<file path="src/hdl/ommf_pkg.sv">
// Shared definitions for the 3x3 occupancy majority filter.
// Holds sizes, class and register codes, and the job record passed front to back.
// No dependencies.
`default_nettype none

package ommf_pkg;

    // Grid limits and field widths
    localparam int MAX_COLS = 256;
    localparam int MAX_ROWS = 256;
    localparam int COORD_W  = $clog2(MAX_COLS);
    localparam int CFG_W    = 9;
    localparam int CLS_W    = 2;

    // Job queue between front and back
    localparam int QDEPTH = 4;
    localparam int QPTR_W = $clog2(QDEPTH);
    localparam int QCNT_W = $clog2(QDEPTH + 1);

    // Result slots of one job, in delivery order
    localparam int NRES      = 4;
    localparam int SLOT_A_LO = 0;  // row above, previous column
    localparam int SLOT_A_HI = 1;  // row above, current column
    localparam int SLOT_B_LO = 2;  // current row, previous column
    localparam int SLOT_B_HI = 3;  // current row, current column

    typedef enum logic [CLS_W-1:0] {
        CLS_UNKNOWN = 2'd0,
        CLS_FREE    = 2'd1,
        CLS_OCC     = 2'd2,
        CLS_OTHER   = 2'd3
    } t_cls;

    typedef enum logic {
        CFG_ROWS = 1'b0,
        CFG_COLS = 1'b1
    } t_cfg_idx;

    // Up to four decided results produced by one input cell
    typedef struct packed {
        logic [COORD_W-1:0]            row;
        logic [COORD_W-1:0]            col;
        logic [NRES-1:0]               mask;
        logic [NRES-1:0][CLS_W-1:0]    cls;
    } t_job;

endpackage

`default_nettype wire

</file>
<file path="src/hdl/occupancy_majority_filter_3x3_top.sv">
// 3x3 majority filter over an occupancy grid streamed in raster order.
// Input channel: i_in_valid / o_in_stall with i_cell_class (0 unknown, 1 free,
//   2 occupied, 3 other); one cell per accepted request.
// Output channel: o_out_valid / i_out_stall with class, row, column and a flag on
//   the final cell of the grid.
// Config: i_cfg_we writes grid_rows (index 0) or grid_cols (index 1) from
//   i_cfg_data; any write restarts the frame at row 0, column 0.
// Throughput: one cell per cycle while o_in_stall is low. The result for cell
//   (r,c) is produced when cell (r+1,c+1) arrives and passes through the job
//   queue to the output register, which sends one result per cycle unless
//   i_out_stall holds it, so the last row, with two results per cell and four at
//   its end, runs at the output rate; a four-entry job queue absorbs the excess.
// Reset: clears counters, queue and output valid; grid size returns to 256x256.
//   Line buffers are not cleared and need no sweep.
// Receiver stall: the output register holds; once the queue, with the job in
//   flight, is full, o_in_stall rises and intake pauses until results drain.
// Depends on ommf_pkg, ommf_front, ommf_fifo, ommf_back.
`default_nettype none

module occupancy_majority_filter_3x3_top (
    input  wire logic                         i_clk,
    input  wire logic                         i_rst_n,
    input  wire logic                         i_in_valid,
    output logic                              o_in_stall,
    input  wire logic [ommf_pkg::CLS_W-1:0]   i_cell_class,
    input  wire logic                         i_cfg_we,
    input  wire logic                         i_cfg_index,
    input  wire logic [ommf_pkg::CFG_W-1:0]   i_cfg_data,
    output logic                              o_out_valid,
    input  wire logic                         i_out_stall,
    output logic [ommf_pkg::CLS_W-1:0]        o_smoothed_class,
    output logic [ommf_pkg::COORD_W-1:0]      o_out_row,
    output logic [ommf_pkg::COORD_W-1:0]      o_out_col,
    output logic                              o_last_of_frame
);
    import ommf_pkg::*;

    logic              push;
    t_job              push_job;
    logic              q_valid;
    t_job              q_job;
    logic              pop;
    logic [QCNT_W-1:0] q_count;

    // Intake, line buffer and decisions
    ommf_front u_front (
        .i_clk        (i_clk),
        .i_rst_n      (i_rst_n),
        .i_in_valid   (i_in_valid),
        .o_in_stall   (o_in_stall),
        .i_cell_class (i_cell_class),
        .i_cfg_we     (i_cfg_we),
        .i_cfg_index  (i_cfg_index),
        .i_cfg_data   (i_cfg_data),
        .i_q_count    (q_count),
        .o_push       (push),
        .o_job        (push_job)
    );

    // Job queue
    ommf_fifo u_fifo (
        .i_clk   (i_clk),
        .i_rst_n (i_rst_n),
        .i_push  (push),
        .i_data  (push_job),
        .i_pop   (pop),
        .o_valid (q_valid),
        .o_data  (q_job),
        .o_count (q_count)
    );

    // Result sender
    ommf_back u_back (
        .i_clk            (i_clk),
        .i_rst_n          (i_rst_n),
        .i_q_valid        (q_valid),
        .i_q_job          (q_job),
        .o_pop            (pop),
        .o_out_valid      (o_out_valid),
        .i_out_stall      (i_out_stall),
        .o_smoothed_class (o_smoothed_class),
        .o_out_row        (o_out_row),
        .o_out_col        (o_out_col),
        .o_last_of_frame  (o_last_of_frame)
    );

endmodule

`default_nettype wire

</file>
<file path="src/hdl/ommf_front.sv">
// Front end of the majority filter: cell intake, raster counters, line buffer,
// 3x3 window and majority decisions, one job per cell that causes results.
// Depends on ommf_pkg.
`default_nettype none

module ommf_front (
    input  wire logic                        i_clk,
    input  wire logic                        i_rst_n,
    input  wire logic                        i_in_valid,
    output logic                             o_in_stall,
    input  wire logic [ommf_pkg::CLS_W-1:0]  i_cell_class,
    input  wire logic                        i_cfg_we,
    input  wire logic                        i_cfg_index,
    input  wire logic [ommf_pkg::CFG_W-1:0]  i_cfg_data,
    input  wire logic [ommf_pkg::QCNT_W-1:0] i_q_count,
    output logic                             o_push,
    output ommf_pkg::t_job                   o_job
);
    import ommf_pkg::*;

    localparam int WIN   = 9;
    localparam int CNT_W = $clog2(WIN + 1);

    // One column of the window: two buffered rows and the incoming row
    typedef struct packed {
        logic [CLS_W-1:0] p2;
        logic [CLS_W-1:0] p1;
        logic [CLS_W-1:0] c;
    } t_col;

    // Clamp a register value to a last index: zero means one, large saturates
    function automatic logic [COORD_W-1:0] last_index(input logic [CFG_W-1:0] v,
                                                      input int unsigned lim);
        if (v == '0) begin
            return '0;
        end else if (v > CFG_W'(lim)) begin
            return COORD_W'(lim - 1);
        end
        return COORD_W'(v - 1'b1);
    endfunction

    // Rows for a result in the row above the input row
    function automatic logic [3*CLS_W-1:0] rows_above(input t_col k, input logic top_clamp);
        return {(top_clamp ? k.p1 : k.p2), k.p1, k.c};
    endfunction

    // Rows for a result in the input row itself (last row of the grid)
    function automatic logic [3*CLS_W-1:0] rows_last(input t_col k, input logic top_clamp);
        return {(top_clamp ? k.c : k.p1), k.c, k.c};
    endfunction

    // Occupied or free if it strictly outnumbers both other counted classes, unknown otherwise; other counts nowhere
    function automatic logic [CLS_W-1:0] majority(input logic [WIN*CLS_W-1:0] cells);
        logic [WIN-1:0]   hit_unk;
        logic [WIN-1:0]   hit_free;
        logic [WIN-1:0]   hit_occ;
        logic [CNT_W-1:0] cnt_unk;
        logic [CNT_W-1:0] cnt_free;
        logic [CNT_W-1:0] cnt_occ;
        logic [CLS_W-1:0] res;
        for (int k = 0; k < WIN; k++) begin
            hit_unk[k]  = (cells[k*CLS_W +: CLS_W] == CLS_UNKNOWN);
            hit_free[k] = (cells[k*CLS_W +: CLS_W] == CLS_FREE);
            hit_occ[k]  = (cells[k*CLS_W +: CLS_W] == CLS_OCC);
        end
        cnt_unk  = CNT_W'($countones(hit_unk));
        cnt_free = CNT_W'($countones(hit_free));
        cnt_occ  = CNT_W'($countones(hit_occ));
        if (cnt_occ > cnt_free && cnt_occ > cnt_unk) begin
            res = CLS_OCC;
        end else if (cnt_free > cnt_occ && cnt_free > cnt_unk) begin
            res = CLS_FREE;
        end else begin
            res = CLS_UNKNOWN;
        end
        return res;
    endfunction

    logic [2*CLS_W-1:0] r_mem [MAX_COLS];  // {two rows up, one row up} per column
    logic [COORD_W-1:0] r_last_row;
    logic [COORD_W-1:0] r_last_col;
    logic [COORD_W-1:0] r_row;
    logic [COORD_W-1:0] r_col;
    logic               r_s1_valid;
    logic [CLS_W-1:0]   r_s1_cls;
    logic [COORD_W-1:0] r_s1_row;
    logic [COORD_W-1:0] r_s1_col;
    logic [2*CLS_W-1:0] r_rd;
    logic               r_fwd;
    logic [2*CLS_W-1:0] r_fwd_data;
    t_col               r_w1;
    t_col               r_w2;

    logic               in_acc;
    t_col               s1_col;
    logic [2*CLS_W-1:0] s1_wdata;
    logic               j_ge1;
    logic               j_is1;
    logic               j_last;
    logic               i_ge1;
    logic               i_is1;
    logic               i_last;
    t_col               lo_l;
    t_col               hi_l;
    logic [NRES-1:0]    mask;

    // Hold off intake unless the queue can take every job already in flight
    assign o_in_stall = ({1'b0, i_q_count} + (QCNT_W + 1)'(r_s1_valid))
                        >= (QCNT_W + 1)'(QDEPTH);
    assign in_acc     = i_in_valid && !o_in_stall;

    // Configuration registers and raster position
    always_ff @(posedge i_clk) begin
        if (!i_rst_n) begin
            r_last_row <= COORD_W'(MAX_ROWS - 1);
            r_last_col <= COORD_W'(MAX_COLS - 1);
            r_row      <= '0;
            r_col      <= '0;
            r_s1_valid <= 1'b0;
        end else begin
            r_s1_valid <= in_acc;
            if (i_cfg_we) begin
                case (t_cfg_idx'(i_cfg_index))
                    CFG_ROWS: r_last_row <= last_index(i_cfg_data, MAX_ROWS);
                    CFG_COLS: r_last_col <= last_index(i_cfg_data, MAX_COLS);
                    default: ;
                endcase
                r_row <= '0;
                r_col <= '0;
            end else if (in_acc) begin
                if (r_col == r_last_col) begin
                    r_col <= '0;
                    r_row <= (r_row == r_last_row) ? '0 : r_row + 1'b1;
                end else begin
                    r_col <= r_col + 1'b1;
                end
            end
        end
    end

    // Line buffer: read at intake, write back the shifted column in the following cycle
    always_ff @(posedge i_clk) begin
        if (r_s1_valid) begin
            r_mem[r_s1_col] <= s1_wdata;
        end
        if (in_acc) begin
            r_rd <= r_mem[r_col];
        end
    end

    // Capture the cell; flag a same-column write that the read would miss
    always_ff @(posedge i_clk) begin
        if (in_acc) begin
            r_s1_cls   <= i_cell_class;
            r_s1_row   <= r_row;
            r_s1_col   <= r_col;
            r_fwd      <= r_s1_valid && (r_s1_col == r_col);
            r_fwd_data <= s1_wdata;
        end
    end

    assign s1_col   = {(r_fwd ? r_fwd_data : r_rd), r_s1_cls};
    assign s1_wdata = {s1_col.p1, s1_col.c};

    // Advance the window by one column
    always_ff @(posedge i_clk) begin
        if (r_s1_valid) begin
            r_w1 <= s1_col;
            r_w2 <= r_w1;
        end
    end

    // Position flags of the cell in stage one
    assign j_ge1  = (r_s1_col != '0);
    assign j_is1  = (r_s1_col == COORD_W'(1));
    assign j_last = (r_s1_col == r_last_col);
    assign i_ge1  = (r_s1_row != '0);
    assign i_is1  = (r_s1_row == COORD_W'(1));
    assign i_last = (r_s1_row == r_last_row);

    // Left columns with edge replication
    assign lo_l = j_is1 ? r_w1 : r_w2;
    assign hi_l = j_ge1 ? r_w1 : s1_col;

    // Decide up to four results and hand them over as one job
    always_comb begin
        mask[SLOT_A_LO] = i_ge1 && j_ge1;
        mask[SLOT_A_HI] = i_ge1 && j_last;
        mask[SLOT_B_LO] = i_last && j_ge1;
        mask[SLOT_B_HI] = i_last && j_last;

        o_job.row  = r_s1_row;
        o_job.col  = r_s1_col;
        o_job.mask = mask;
        o_job.cls[SLOT_A_LO] = majority({rows_above(lo_l, i_is1), rows_above(r_w1, i_is1),
                                         rows_above(s1_col, i_is1)});
        o_job.cls[SLOT_A_HI] = majority({rows_above(hi_l, i_is1), rows_above(s1_col, i_is1),
                                         rows_above(s1_col, i_is1)});
        o_job.cls[SLOT_B_LO] = majority({rows_last(lo_l, !i_ge1), rows_last(r_w1, !i_ge1),
                                         rows_last(s1_col, !i_ge1)});
        o_job.cls[SLOT_B_HI] = majority({rows_last(hi_l, !i_ge1), rows_last(s1_col, !i_ge1),
                                         rows_last(s1_col, !i_ge1)});
        o_push = r_s1_valid && (|mask);
    end

endmodule

`default_nettype wire

</file>
<file path="src/hdl/ommf_fifo.sv">
// Short job queue that decouples the filter front end from the result sender.
// Depends on ommf_pkg.
`default_nettype none

module ommf_fifo (
    input  wire logic                        i_clk,
    input  wire logic                        i_rst_n,
    input  wire logic                        i_push,
    input  wire ommf_pkg::t_job              i_data,
    input  wire logic                        i_pop,
    output logic                             o_valid,
    output ommf_pkg::t_job                   o_data,
    output logic [ommf_pkg::QCNT_W-1:0]      o_count
);
    import ommf_pkg::*;

    function automatic logic [QPTR_W-1:0] next_ptr(input logic [QPTR_W-1:0] p);
        return (p == QPTR_W'(QDEPTH - 1)) ? '0 : p + 1'b1;
    endfunction

    t_job               r_mem [QDEPTH];
    logic [QPTR_W-1:0]  r_wr_ptr;
    logic [QPTR_W-1:0]  r_rd_ptr;
    logic [QCNT_W-1:0]  r_count;

    // Advance pointers and occupancy
    always_ff @(posedge i_clk) begin
        if (!i_rst_n) begin
            r_wr_ptr <= '0;
            r_rd_ptr <= '0;
            r_count  <= '0;
        end else begin
            if (i_push) begin
                r_wr_ptr <= next_ptr(r_wr_ptr);
            end
            if (i_pop) begin
                r_rd_ptr <= next_ptr(r_rd_ptr);
            end
            r_count <= r_count + QCNT_W'(i_push) - QCNT_W'(i_pop);
        end
    end

    // Store the job
    always_ff @(posedge i_clk) begin
        if (i_push) begin
            r_mem[r_wr_ptr] <= i_data;
        end
    end

    assign o_valid = (r_count != '0);
    assign o_data  = r_mem[r_rd_ptr];
    assign o_count = r_count;

endmodule

`default_nettype wire

</file>
<file path="src/hdl/ommf_back.sv">
// Result sender of the majority filter: walks the slots of the head job in order
// and presents one result request per unstalled cycle from an output register.
// Depends on ommf_pkg.
`default_nettype none

module ommf_back (
    input  wire logic                         i_clk,
    input  wire logic                         i_rst_n,
    input  wire logic                         i_q_valid,
    input  wire ommf_pkg::t_job               i_q_job,
    output logic                              o_pop,
    output logic                              o_out_valid,
    input  wire logic                         i_out_stall,
    output logic [ommf_pkg::CLS_W-1:0]        o_smoothed_class,
    output logic [ommf_pkg::COORD_W-1:0]      o_out_row,
    output logic [ommf_pkg::COORD_W-1:0]      o_out_col,
    output logic                              o_last_of_frame
);
    import ommf_pkg::*;

    logic [NRES-1:0]    r_done;
    logic               r_out_valid;
    logic [CLS_W-1:0]   r_smoothed_class;
    logic [COORD_W-1:0] r_out_row;
    logic [COORD_W-1:0] r_out_col;
    logic               r_last_of_frame;

    logic [NRES-1:0]    rem;
    logic [NRES-1:0]    sel;
    logic               load;
    logic [CLS_W-1:0]   sel_cls;
    logic               sel_cur_row;
    logic               sel_cur_col;

    // Pick the lowest slot still to send
    assign rem  = i_q_job.mask & ~r_done;
    assign sel  = rem & (~rem + NRES'(1));
    assign load = i_q_valid && (!r_out_valid || !i_out_stall);
    assign o_pop = load && (rem == sel);

    always_comb begin
        sel_cls = '0;
        for (int k = 0; k < NRES; k++) begin
            if (sel[k]) begin
                sel_cls = i_q_job.cls[k];
            end
        end
        sel_cur_row = sel[SLOT_B_LO] || sel[SLOT_B_HI];
        sel_cur_col = sel[SLOT_A_HI] || sel[SLOT_B_HI];
    end

    // Output request valid and slot progress
    always_ff @(posedge i_clk) begin
        if (!i_rst_n) begin
            r_out_valid <= 1'b0;
            r_done      <= '0;
        end else begin
            if (load) begin
                r_out_valid <= 1'b1;
            end else if (!i_out_stall) begin
                r_out_valid <= 1'b0;
            end
            if (o_pop) begin
                r_done <= '0;
            end else if (load) begin
                r_done <= r_done | sel;
            end
        end
    end

    // Load the result payload
    always_ff @(posedge i_clk) begin
        if (load) begin
            r_smoothed_class <= sel_cls;
            r_out_row        <= sel_cur_row ? i_q_job.row : i_q_job.row - 1'b1;
            r_out_col        <= sel_cur_col ? i_q_job.col : i_q_job.col - 1'b1;
            r_last_of_frame  <= sel[SLOT_B_HI];
        end
    end

    assign o_out_valid      = r_out_valid;
    assign o_smoothed_class = r_smoothed_class;
    assign o_out_row        = r_out_row;
    assign o_out_col        = r_out_col;
    assign o_last_of_frame  = r_last_of_frame;

endmodule

`default_nettype wire

</file>
<file path="config.mk">
export PLATFORM = sky130hd
export DESIGN_NAME = occupancy_majority_filter_3x3_top
export DESIGN_NICKNAME = d
export VERILOG_FILES = /design/src/hdl/ommf_pkg.sv /design/src/hdl/occupancy_majority_filter_3x3_top.sv /design/src/hdl/ommf_front.sv /design/src/hdl/ommf_fifo.sv /design/src/hdl/ommf_back.sv
export SDC_FILE = /design/constraint.sdc
export NUM_CORES = 1
export LEC_CHECK = 0
export BUFFER_PORTS_ARGS = -buffer_cell sky130_fd_sc_hd__buf_2
export CELL_PAD_IN_SITES_DETAIL_PLACEMENT = 0
export CELL_PAD_IN_SITES_GLOBAL_PLACEMENT = 1
export CORE_ASPECT_RATIO = 1.75
export CORE_MARGIN = 3
export CORE_UTILIZATION = 48
export CTS_BUF_LIST = sky130_fd_sc_hd__clkbuf_4
export CTS_CLUSTER_SIZE = 40
export DETAILED_ROUTE_END_ITERATION = 12
export MAX_ROUTING_LAYER = met4
export PLACE_DENSITY = 0.84
export SYNTH_ARGS = -nofsm -noshare
export SYNTH_HDL_FRONTEND = slang
export SYNTH_SLANG_ARGS = --single-unit
export TNS_END_PERCENT = 5
</file>
<file path="constraint.sdc">
create_clock -name i_clk -period 7.9 [get_ports i_clk]
set_input_delay 1.185 -clock i_clk [delete_from_list [all_inputs] [get_ports i_clk]]
set_output_delay 1.185 -clock i_clk [all_outputs]
set_load 0.05 [all_outputs]
</file>
**Word level (Yosys, flattened, before mapping)**

Memory sizes are Yosys's and may differ from the RTL's. A register that Yosys moved wholly into a read port is not among the register bits.
Cells that the tools add are included.

- Add/sub/neg operators: 98
- Multiply operators: 0
- Divide/modulo/power cells: 0
- Order comparisons: 18
- Equality and inequality tests: 43
- Shifts and indexed selects: 0
- Mux-type cells: 49
- Bitwise gates (word level): 7
- Reductions and logical operators: 49

Operator list:

| operator | number |
|---|---|
| 4-bit adder | 36 |
| 1-bit by 1-bit adder with 2-bit output | 39 |
| 4-bit greater-than comparator | 16 |
| 8-bit two-way mux | 8 |
| 4-bit by 1-bit adder with 4-bit output | 12 |
| 8-bit == test | 5 |
| 2-bit two-way mux | 20 |
| 2-bit == test, second input constant | 18 |
| 2-bit by 1-bit == test with 1-bit output, second input constant | 16 |
| 2-bit zero test | 16 |
| 8-bit by 1-bit subtractor with 8-bit output, second input constant | 3 |
| 1-bit two-way mux | 18 |
| 1-bit logical AND | 17 |
| 8-bit by 1-bit adder with 8-bit output, second input constant | 2 |
| 8-bit by 1-bit == test with 1-bit output, second input constant | 2 |
| 8-bit nonzero test | 2 |
| 6-bit two-way mux | 2 |
| 9-bit greater-than comparator, second input constant | 1 |
| 9-bit zero test | 1 |
| 4-bit AND | 2 |
| 4-bit NOT | 2 |
| 2-bit AND reduction | 3 |
| 2-bit by 1-bit adder with 2-bit output, second input constant | 2 |
| 3-bit by 1-bit adder with 4-bit output | 1 |
| other kinds (14) | 20 |

- Bits in registers: 99
- Latch bits: 0
- RAM bits: 1136
- ROM bits: 0
- Bits of input ports: 17
- Memories kept: 2

Memory list:

| memory | depth | bits a word | read ports | clocked after memory_dff | wr ports | line | source |
|---|---|---|---|---|---|---|---|
| u_front.r_mem | 256 | 4 | 1 | 1 | 1 | ommf_front.sv:79 | `logic [2*CLS_W-1:0] r_mem [MAX_COLS];` |
| u_fifo.r_mem | 4 | 28 | 1 | 1 | 1 | ommf_fifo.sv:21 | `t_job r_mem [QDEPTH];` |

**Logic depth before layout (Yosys ltp)**

Gate-level depths: netlist of run 1.

- Word-level depth: 11
- Gate-level depth with buffers: 21
- Gate-level depth less buffers: 20

**Modules after synthesis**

Synthesis of run 1 repeated with hierarchy kept, for this count alone.

- Cells, all modules: 3103
- Area, all modules: 53284.9 um^2

By module, submodules not included:

| module | times used | cells each | area an instance (um^2) | seq. area each (um^2) |
|---|---|---|---|---|
| ommf_front | 1 | 2810 | 47453.0 | 32581.2 |
| ommf_fifo | 1 | 188 | 4535.6 | 3543.4 |
| ommf_back | 1 | 105 | 1296.2 | 670.6 |

**Worst setup path before layout of run 1**

Ideal clock, no wire load.

- Path type: flip-flop to flip-flop
- Start: reg u_front.r_s1_cls[0]
- End: mem u_fifo.r_mem[0][2] in the netlist's numbering, data pin
- Arrival time: 7.364 ns
- Data required time: 7.705 ns
- Slack: 0.341 ns
- Cell stages (with the launch flop): 19
- Cell sequence: edfxtp_1 > nor2b_1 > nand2_1 > o21ai_0 > ha_1 > fa_1 > inv_1 > fa_1 > inv_1 > ha_1 > inv_1 > fa_1 > inv_1 > ha_1 > o21ai_0 > nand2b_1 > a21oi_1 > o21ai_0 > a41oi_1

RTL lines:

| element | line | source |
|---|---|---|
| start: declaration | ommf_front.sv:85 | `logic [CLS_W-1:0] r_s1_cls;` |
| start signal: assignment | ommf_front.sv:154 | `r_s1_cls <= i_cell_class;` |
| end: declaration | ommf_fifo.sv:21 |  |

==> out/metrics.yaml, run 1 <==
status: "complete, but fails checks"
failed_checks: "design-rule violations"
syn_area_mm2: 0.0531
synth_commonest_cells: "1194 x edfxtp_1, 317 x nor2_1, 263 x mux4_2, 142 x inv_1, 116 x mux2i_1"
nFillCells: 8609
p_leak_nw: 18.7
synth_top_cell_area_share_pct: 67.6
viasPerCell: 5.83
area_delta_synth_final_pct: 9.37
power_density_mw_per_mm2: 279
dieArea_mm2: 0.115
drt_pass1_iterations: 12
numCtsBuffers: 279
dpl_worst_slack_ns: 1.88
setup-tns-final_ns: 0
utilization_pct: 53.2
maxCapViolCount: 0
setup_violations: 0
synth_area_per_cell_um2: 17.3
wirelength_um: 128000
hold_path_class: "input pin to flip-flop"
holdWs_ns: 0.255
htreeDepth: 5
tightest_slew_ns: 1.19
synth_fp_nets: 3228
nets: 3442
cts_repair_resize_count: 0
track_usage_pct: 23.2
place_area_mm2: 0.0548
ys_ff_latch: 1241
routed-via-count: 28677
max_clock_freq_mhz: 161
ctsHoldBuffers: 0
hold_violations: 0
wl_per_cell_um: 25.9
async_flop_share_pct: 0
cts_setup_buffers: 0
cts_sinks: 1241
multi_input_area_mm2: 0.0149
cts_tree: "built"
dp_hpwl_um: 83600
skew_ns: 0.0783
slew_violations: 0
chipHeight_um: 446
ant_nets: 0
ys_seq_area_share_pct: 69.3
root_buffer: "clkbuf_4"
drtIter0Drc: 2498
ir_drop_v: 0.000153
gp_congestion: 0.931
syn-instance-count: 3065
seq_area_mm2: 0.0368
synth_edf_count: 1194
fin_area_mm2: 0.0580
core-area_mm2: 0.109
cts_max_path_buffers: 4
cp_max_fo: 17
overflow: 0
rsz0062_at_grt: "false"
endpoint_kind: "flip-flop"
boundaryPins: 38
initial_utilization_pct: 48.6
antenna_found_initial: 2
synth_cell_type_count: 85
yosysMostFrequentCell: "edfxtp_1"
clk_pin_slew_ns: 0.09
maxSlewHeadroom_pct: 20.5
die-width_um: 257
grt_pass1_vias: 30594
drive_gt1_share_pct: 23.6
min_period_ns: 6.21
yosys_warnings: 0
arrival_ns: 7.13
critPathLaunchType: "flip-flop"
critPathKind: "flip-flop to flip-flop"
cp.required_ns: 8.82
synthFlopType: "edfxtp_1"
worst_slack_ns: 1.69
drc: 1
fin_cells: 4918
place_inst: 4456
netlist_top_cells_area: "edfxtp_1 68%, mux4_2 11%, ha_1 2.6%, nor2_1 2.2%, mux2i_1 2.2%"
grt_max_degree: 213
clk-insertion-delay-late_ns: 1.19
finalPower_mw: 16.2
synth_top_area_cell: "edfxtp_1"
io_buffers: 37
rows: 160
final.period_utilization_pct: 78.6
grt_pass1_wl_um: 190000
critical path: stages, from the launching register on:
cell and delay [ns]:
edfxtp_1 0.59, nor2_1 0.36, nand2_1 0.57, nor2_2 0.75
o21ai_0 0.34, ha_1 0.39, fa_1 0.54, inv_1 0.05
fa_1 0.41, inv_1 0.07, ha_1 0.14, inv_1 0.05
fa_1 0.51, inv_1 0.07, ha_1 0.30, o21ai_0 0.08
nand2b_1 0.07, a21oi_1 0.20, o21ai_0 0.14, a41oi_1 0.31
cell type report:
| type | instances | area share, % |
|---|---|---|
| antenna | 5 | 0.0216 |
| clock buffer | 383 | 4.95 |
| clock inverter | 74 | 0.645 |
| inverter | 144 | 0.948 |
| multi-input combinational | 1519 | 25.8 |
| sequential | 1241 | 63.4 |
| tap | 1458 | 3.14 |
| timing repair buffer | 94 | 1.12 |
report_power, final:
| group | total [mW] | switching [mW] | leakage [nW] | internal, mW |
|---|---|---|---|---|
| registers | 8.03 | 0.127 | 11.2 | 7.90 |
| logic | 3.45 | 2.20 | 5.58 | 1.25 |
| clock network | 4.70 | 2.36 | 1.96 | 2.34 |
| total | 16.2 | 4.69 | 18.7 | 11.5 |
metal layers:
layer  vias to the layer above  track usage [%]  wire, um
li1                      12527                -         -
met1                     14493             23.2     40400
met2                      1249             41.4     70100
met3                       408             4.24      8010
met4                         0             15.3      9030
met5                         -                -         0
layout by cell type (no fill, tap or decap), types with 12 or more instances in the layout:
cell and count:
nand2_1 97, a221oi_1 13, mux2_2 12, fa_1 37, o211ai_1 14, nand2b_1 17, xor2_1 40, edfxtp_1 1194
buf_2 37, nor2_1 316, and2_1 16, buf_4 54, xnor2_1 48, clkinv_1 55, inv_1 140, nand3_1 44
dfxtp_1 42, mux4_2 263, ha_1 109, nor3_1 14, clkbuf_4 383, nand4_1 18, nor2b_1 33, o21ai_0 50
a21oi_1 37, a22oi_1 49, mux2i_1 116, o221ai_1 12
cells by family after synthesis:
group           Yosys count  share of synthesized area (%)
buf+inv                 305                           2.62
compound gates          268                           3.56
fa+ha+maj               150                           4.04
mux                     391                           13.6
flops                  1241                           69.3
xor+xnor                 88                           1.45
simple gates            622                           5.40
state kept, by name, summed over array words and instances, names as in the netlist, 2 cells and up, named ones only:
register and cells:
u_back.o_smoothed_class 2, u_back.o_out_row 8, u_front.r_row 8, u_front.r_w2 6
u_fifo.r_wr_ptr 2, u_front.r_rd 4, u_front.r_s1_row 8, u_fifo.r_rd_ptr 2
u_front.r_last_col 8, u_back.o_out_col 8, u_fifo.r_mem 112, u_front.r_s1_col 8
u_fifo.o_count 3, u_front.r_s1_cls 2, u_front.r_last_row 8, u_front.r_mem 1024
u_front.r_col 8, u_front.r_fwd_data 4, u_back.r_done 4, u_front.r_w1 6
worst paths after layout:
path	startpoint	to	slack [ns]	cells past startpoint
worst min-delay path	i_cell_class[1]	u_front.r_s1_cls[1]	0.25	1
worst max register to register	u_front.r_s1_col[4]	u_fifo.r_mem[3][2]	1.69	19
worst max-delay path	u_front.r_s1_col[4]	u_fifo.r_mem[3][2]	1.69	19
worst min register to register	u_back.o_out_valid	u_back.o_out_valid	0.50	2
Power figures use the tool's default switching activity.
==> inputs of run 2 (changes only) <==
ABC_AREA = 1   (was default)
PLACE_DENSITY = 0.9   (was 0.84)
clock period = 5.65 ns   (was 7.9 ns; I/O delays follow)
==> run 2 against run 1 <==
Against the previous run:
- the flow now finishes without violations
- sequential cell count is the same
- worst setup slack worse by 1.3 ns
- sequential share of layout area shrank 3.2 points
- core utilization is 0.56 points lower
- die area increased by 6.2%
- synthesized area is 6.3% higher
- cell area rose by 5.2%
- clock skew is 0.016 ns lower
- fmax up 18%
==> out/metrics.yaml, run 2 <==
tightest_slew_ns: 1.17  # was 1.19 ns
syn_area_mm2: 0.0564  # was 0.0531 mm2
setup_violations: 0  # unchanged
routed-via-count: 39260  # was 28677
arrival_ns: 6.21  # was 7.13 ns
syn-instance-count: 5490  # was 3065
wl_per_cell_um: 20.1  # was 25.9 um
synth_edf_count: 1194  # unchanged
grt_pass1_vias: 39707  # was 30594
synth_commonest_cells: "1358 x nand2_1, 1194 x edfxtp_1, 857 x nor2_1, 524 x inv_1, 433 x nand3_1"  # was 1194 x edfxtp_1, 317 x nor2_1, 263 x mux4_2, 142 x inv_1, 116 x mux2i_1
cts_max_path_buffers: 4  # unchanged
endpoint_kind: "flip-flop"  # unchanged
min_period_ns: 5.25  # was 6.21 ns
drc: 0  # was 1
die-width_um: 265  # was 257 um
overflow: 0  # unchanged
netlist_top_cells_area: "edfxtp_1 64%, nand2_1 9.0%, nor2_1 5.7%, nand3_1 3.8%, inv_1 3.5%"  # was edfxtp_1 68%, mux4_2 11%, ha_1 2.6%, nor2_1 2.2%, mux2i_1 2.2%
synth_fp_nets: 5653  # was 3228
grt_pass1_wl_um: 221000  # was 190000 um
ir_drop_v: 0.000231  # was 0.000153 V
hold_violations: 0  # unchanged
numCtsBuffers: 274  # was 279
max_flop_register: "u_front.r_mem"  # unchanged
area_delta_synth_final_pct: 8.27  # was 9.37%
drtIter0Drc: 3039  # was 2498
cts_sinks: 1241  # unchanged
p_leak_nw: 23.6  # was 18.7 nW
power_density_mw_per_mm2: 394  # was 279 mW/mm2
final.period_utilization_pct: 92.9  # was 78.6%
cp.required_ns: 6.62  # was 8.82 ns
io_buffers: 37  # unchanged
status: "finished clean"  # was complete, but fails checks
nets: 5765  # was 3442
skew_ns: 0.0625  # was 0.0783 ns
critPathKind: "flip-flop to flip-flop"  # unchanged
maxCapViolCount: 0  # unchanged
drive_gt1_share_pct: 9.57  # was 23.6%
antenna_found_initial: 3  # was 2
synthFlopType: "edfxtp_1"  # unchanged
holdWs_ns: 0.172  # was 0.255 ns
top_regs: "u_front.r_mem (1024), u_fifo.r_mem (112)"  # unchanged
dp_hpwl_um: 89500  # was 83600 um
clk_pin_slew_ns: 0.08  # was 0.09 ns
ys_ff_latch: 1241  # unchanged
synth_top_cell_area_share_pct: 63.6  # was 67.6%
fin_cells: 7274  # was 4918
swShare_pct: 33.0  # was 29.0%
cts_repair_resize_count: 0  # unchanged
synth_area_per_cell_um2: 10.3  # was 17.3 um2
place_area_mm2: 0.0580  # was 0.0548 mm2
power_frac_clock_pct: 26.3  # was 29.1%
p_int_mw: 16.1  # was 11.5 mW
hold_path_class: "input pin to flip-flop"  # unchanged
track_usage_pct: 24.7  # was 23.2%
htreeDepth: 5  # unchanged
cts_setup_buffers: 0  # unchanged
ctsHoldBuffers: 5  # was 0
largest_reg_flops: 1024  # unchanged
boundaryPins: 38  # unchanged
maxSlewHeadroom_pct: 22.2  # was 20.5%
p_switching_mw: 7.95  # was 4.69 mW
core-area_mm2: 0.116  # was 0.109 mm2
slew_violations: 0  # unchanged
critPathLaunchType: "flip-flop"  # unchanged
dieArea_mm2: 0.122  # was 0.115 mm2
viasPerCell: 5.40  # was 5.83
pwr-share-comb_pct: 26.8  # was 21.3%
chipHeight_um: 460  # was 446 um
max_clock_freq_mhz: 191  # was 161 MHz
place_inst: 6824  # was 4456
rows: 165  # was 160
grt_max_degree: 205  # was 213
synth_top_area_cell: "edfxtp_1"  # unchanged
most-common-layout-cells: "1349 x nand2_1, 1194 x edfxtp_1, 851 x nor2_1"  # was 1194 x edfxtp_1, 383 x clkbuf_4, 316 x nor2_1
wirelength_um: 146000  # was 128000 um
yosysMostFrequentCell: "nand2_1"  # was edfxtp_1
clk-insertion-delay-late_ns: 1.17  # was 1.19 ns
cp_max_fo: 15  # was 17
rsz0062_at_grt: "false"  # unchanged
ant_nets: 0  # unchanged
final_common_cell: "nand2_1"  # was edfxtp_1
cts_tree: "built"  # unchanged
nFillCells: 10146  # was 8609
ys_seq_area_share_pct: 65.2  # was 69.3%
fin_area_mm2: 0.0611  # was 0.0580 mm2
yosys_warnings: 0  # unchanged
root_buffer: "clkbuf_4"  # unchanged
setup-tns-final_ns: 0  # unchanged
pwr-share-seq_pct: 47.0  # was 49.6%
initial_utilization_pct: 48.6  # about the same
drt_pass1_iterations: 5  # was 12
async_flop_share_pct: 0  # unchanged
gp_congestion: 0.915  # was 0.931
synth_cell_type_count: 50  # was 85
[run 2: metal layers]
layer	part of all wire [%]	global-route usage, %	up-vias
met1	34	24.6	18603
li1	-	-	18625
met5	0	-	-
met3	6.2	4.14	462
met2	53	44.4	1570
met4	6.7	16.1	0
[run 2: power groups by stage]
stage / clock network (mW) / logic (mW) / registers [mW]
detailed placement: 0 / 6.44 / 11.5
CTS: 6.47 / 6.48 / 11.3
finish: 6.32 / 6.45 / 11.3
floorplan: 0 / 4.15 / 12.0
global route: 6.93 / 7.26 / 11.3
global placement: 0 / 6.33 / 11.5
[run 2: layout make-up]
| type | count | area, um2 | area share, % |
|---|---|---|---|
| inverters | 538 | 2040 | 3.34 |
| flip-flops and latches | 1241 | 36800 | 60.3 |
| diodes | 5 | 12.5 | 0.0205 |
| clock buffers | 357 | 2680 | 4.39 |
| repair buffers | 110 | 858 | 1.41 |
| well taps | 1503 | 1880 | 3.08 |
| clock inverters | 83 | 387 | 0.633 |
| multi-input cells | 3437 | 16400 | 26.9 |
[run 2: final timing paths]
path | start | endpoint | slack (ns) | depth (start not counted)
min reg2reg | u_back.r_done[2] | u_back.r_done[2] | 0.45 | 2
min | i_cfg_data[5] | u_front.r_last_row[5] | 0.17 | 6
max reg2reg | u_front.r_s1_col[4] | u_fifo.r_mem[0][2] | 0.40 | 22
max | u_front.r_s1_col[4] | u_fifo.r_mem[0][2] | 0.40 | 22
[run 2: kinds of logic (layout without fill, tap and decap cells)]
group,count (synthesis),after routing,share of synthesized area (%)
flip-flops,1241,1241,65.2
buffers and inverters,812,1088,5.81
adder cells (fa/ha/maj),146,146,3.73
multiplexers,1,1,0.0177
AND/OR/NAND/NOR,2709,2709,19.3
other,0,5,0
XOR/XNOR,62,62,0.963
AO/OA/AOI/OAI,519,519,5.00
[run 2: through the flow]
step | total power [mW] | setup WS [ns] | util [%]
CTS | 24.3 | 0.432 | 52.6
detailed placement | 18.0 | 0.452 | 49.9
floorplan | 16.1 | -1.51 | -
global placement | 17.8 | 0.579 | 49.9
global route | 25.5 | 0.0173 | 52.6
finish | 24.1 | 0.404 | 52.6
[run 2: critical path: stages (launching register included)]
cell and delay [ns]:
edfxtp_1 0.37, buf_4 0.18, nor2_1 0.43, nand2_2 0.15
nor2_4 0.34, nand2_1 0.11, o21ai_2 0.10, inv_1 0.11
nor2_1 0.14, ha_1 0.19, inv_1 0.07, fa_1 0.52
inv_1 0.05, fa_1 0.53, ha_1 0.15, inv_1 0.05
fa_1 0.48, ha_1 0.31, nand2_1 0.09, inv_1 0.05
a221oi_2 0.31, o21ai_1 0.13, a21oi_2 0.18
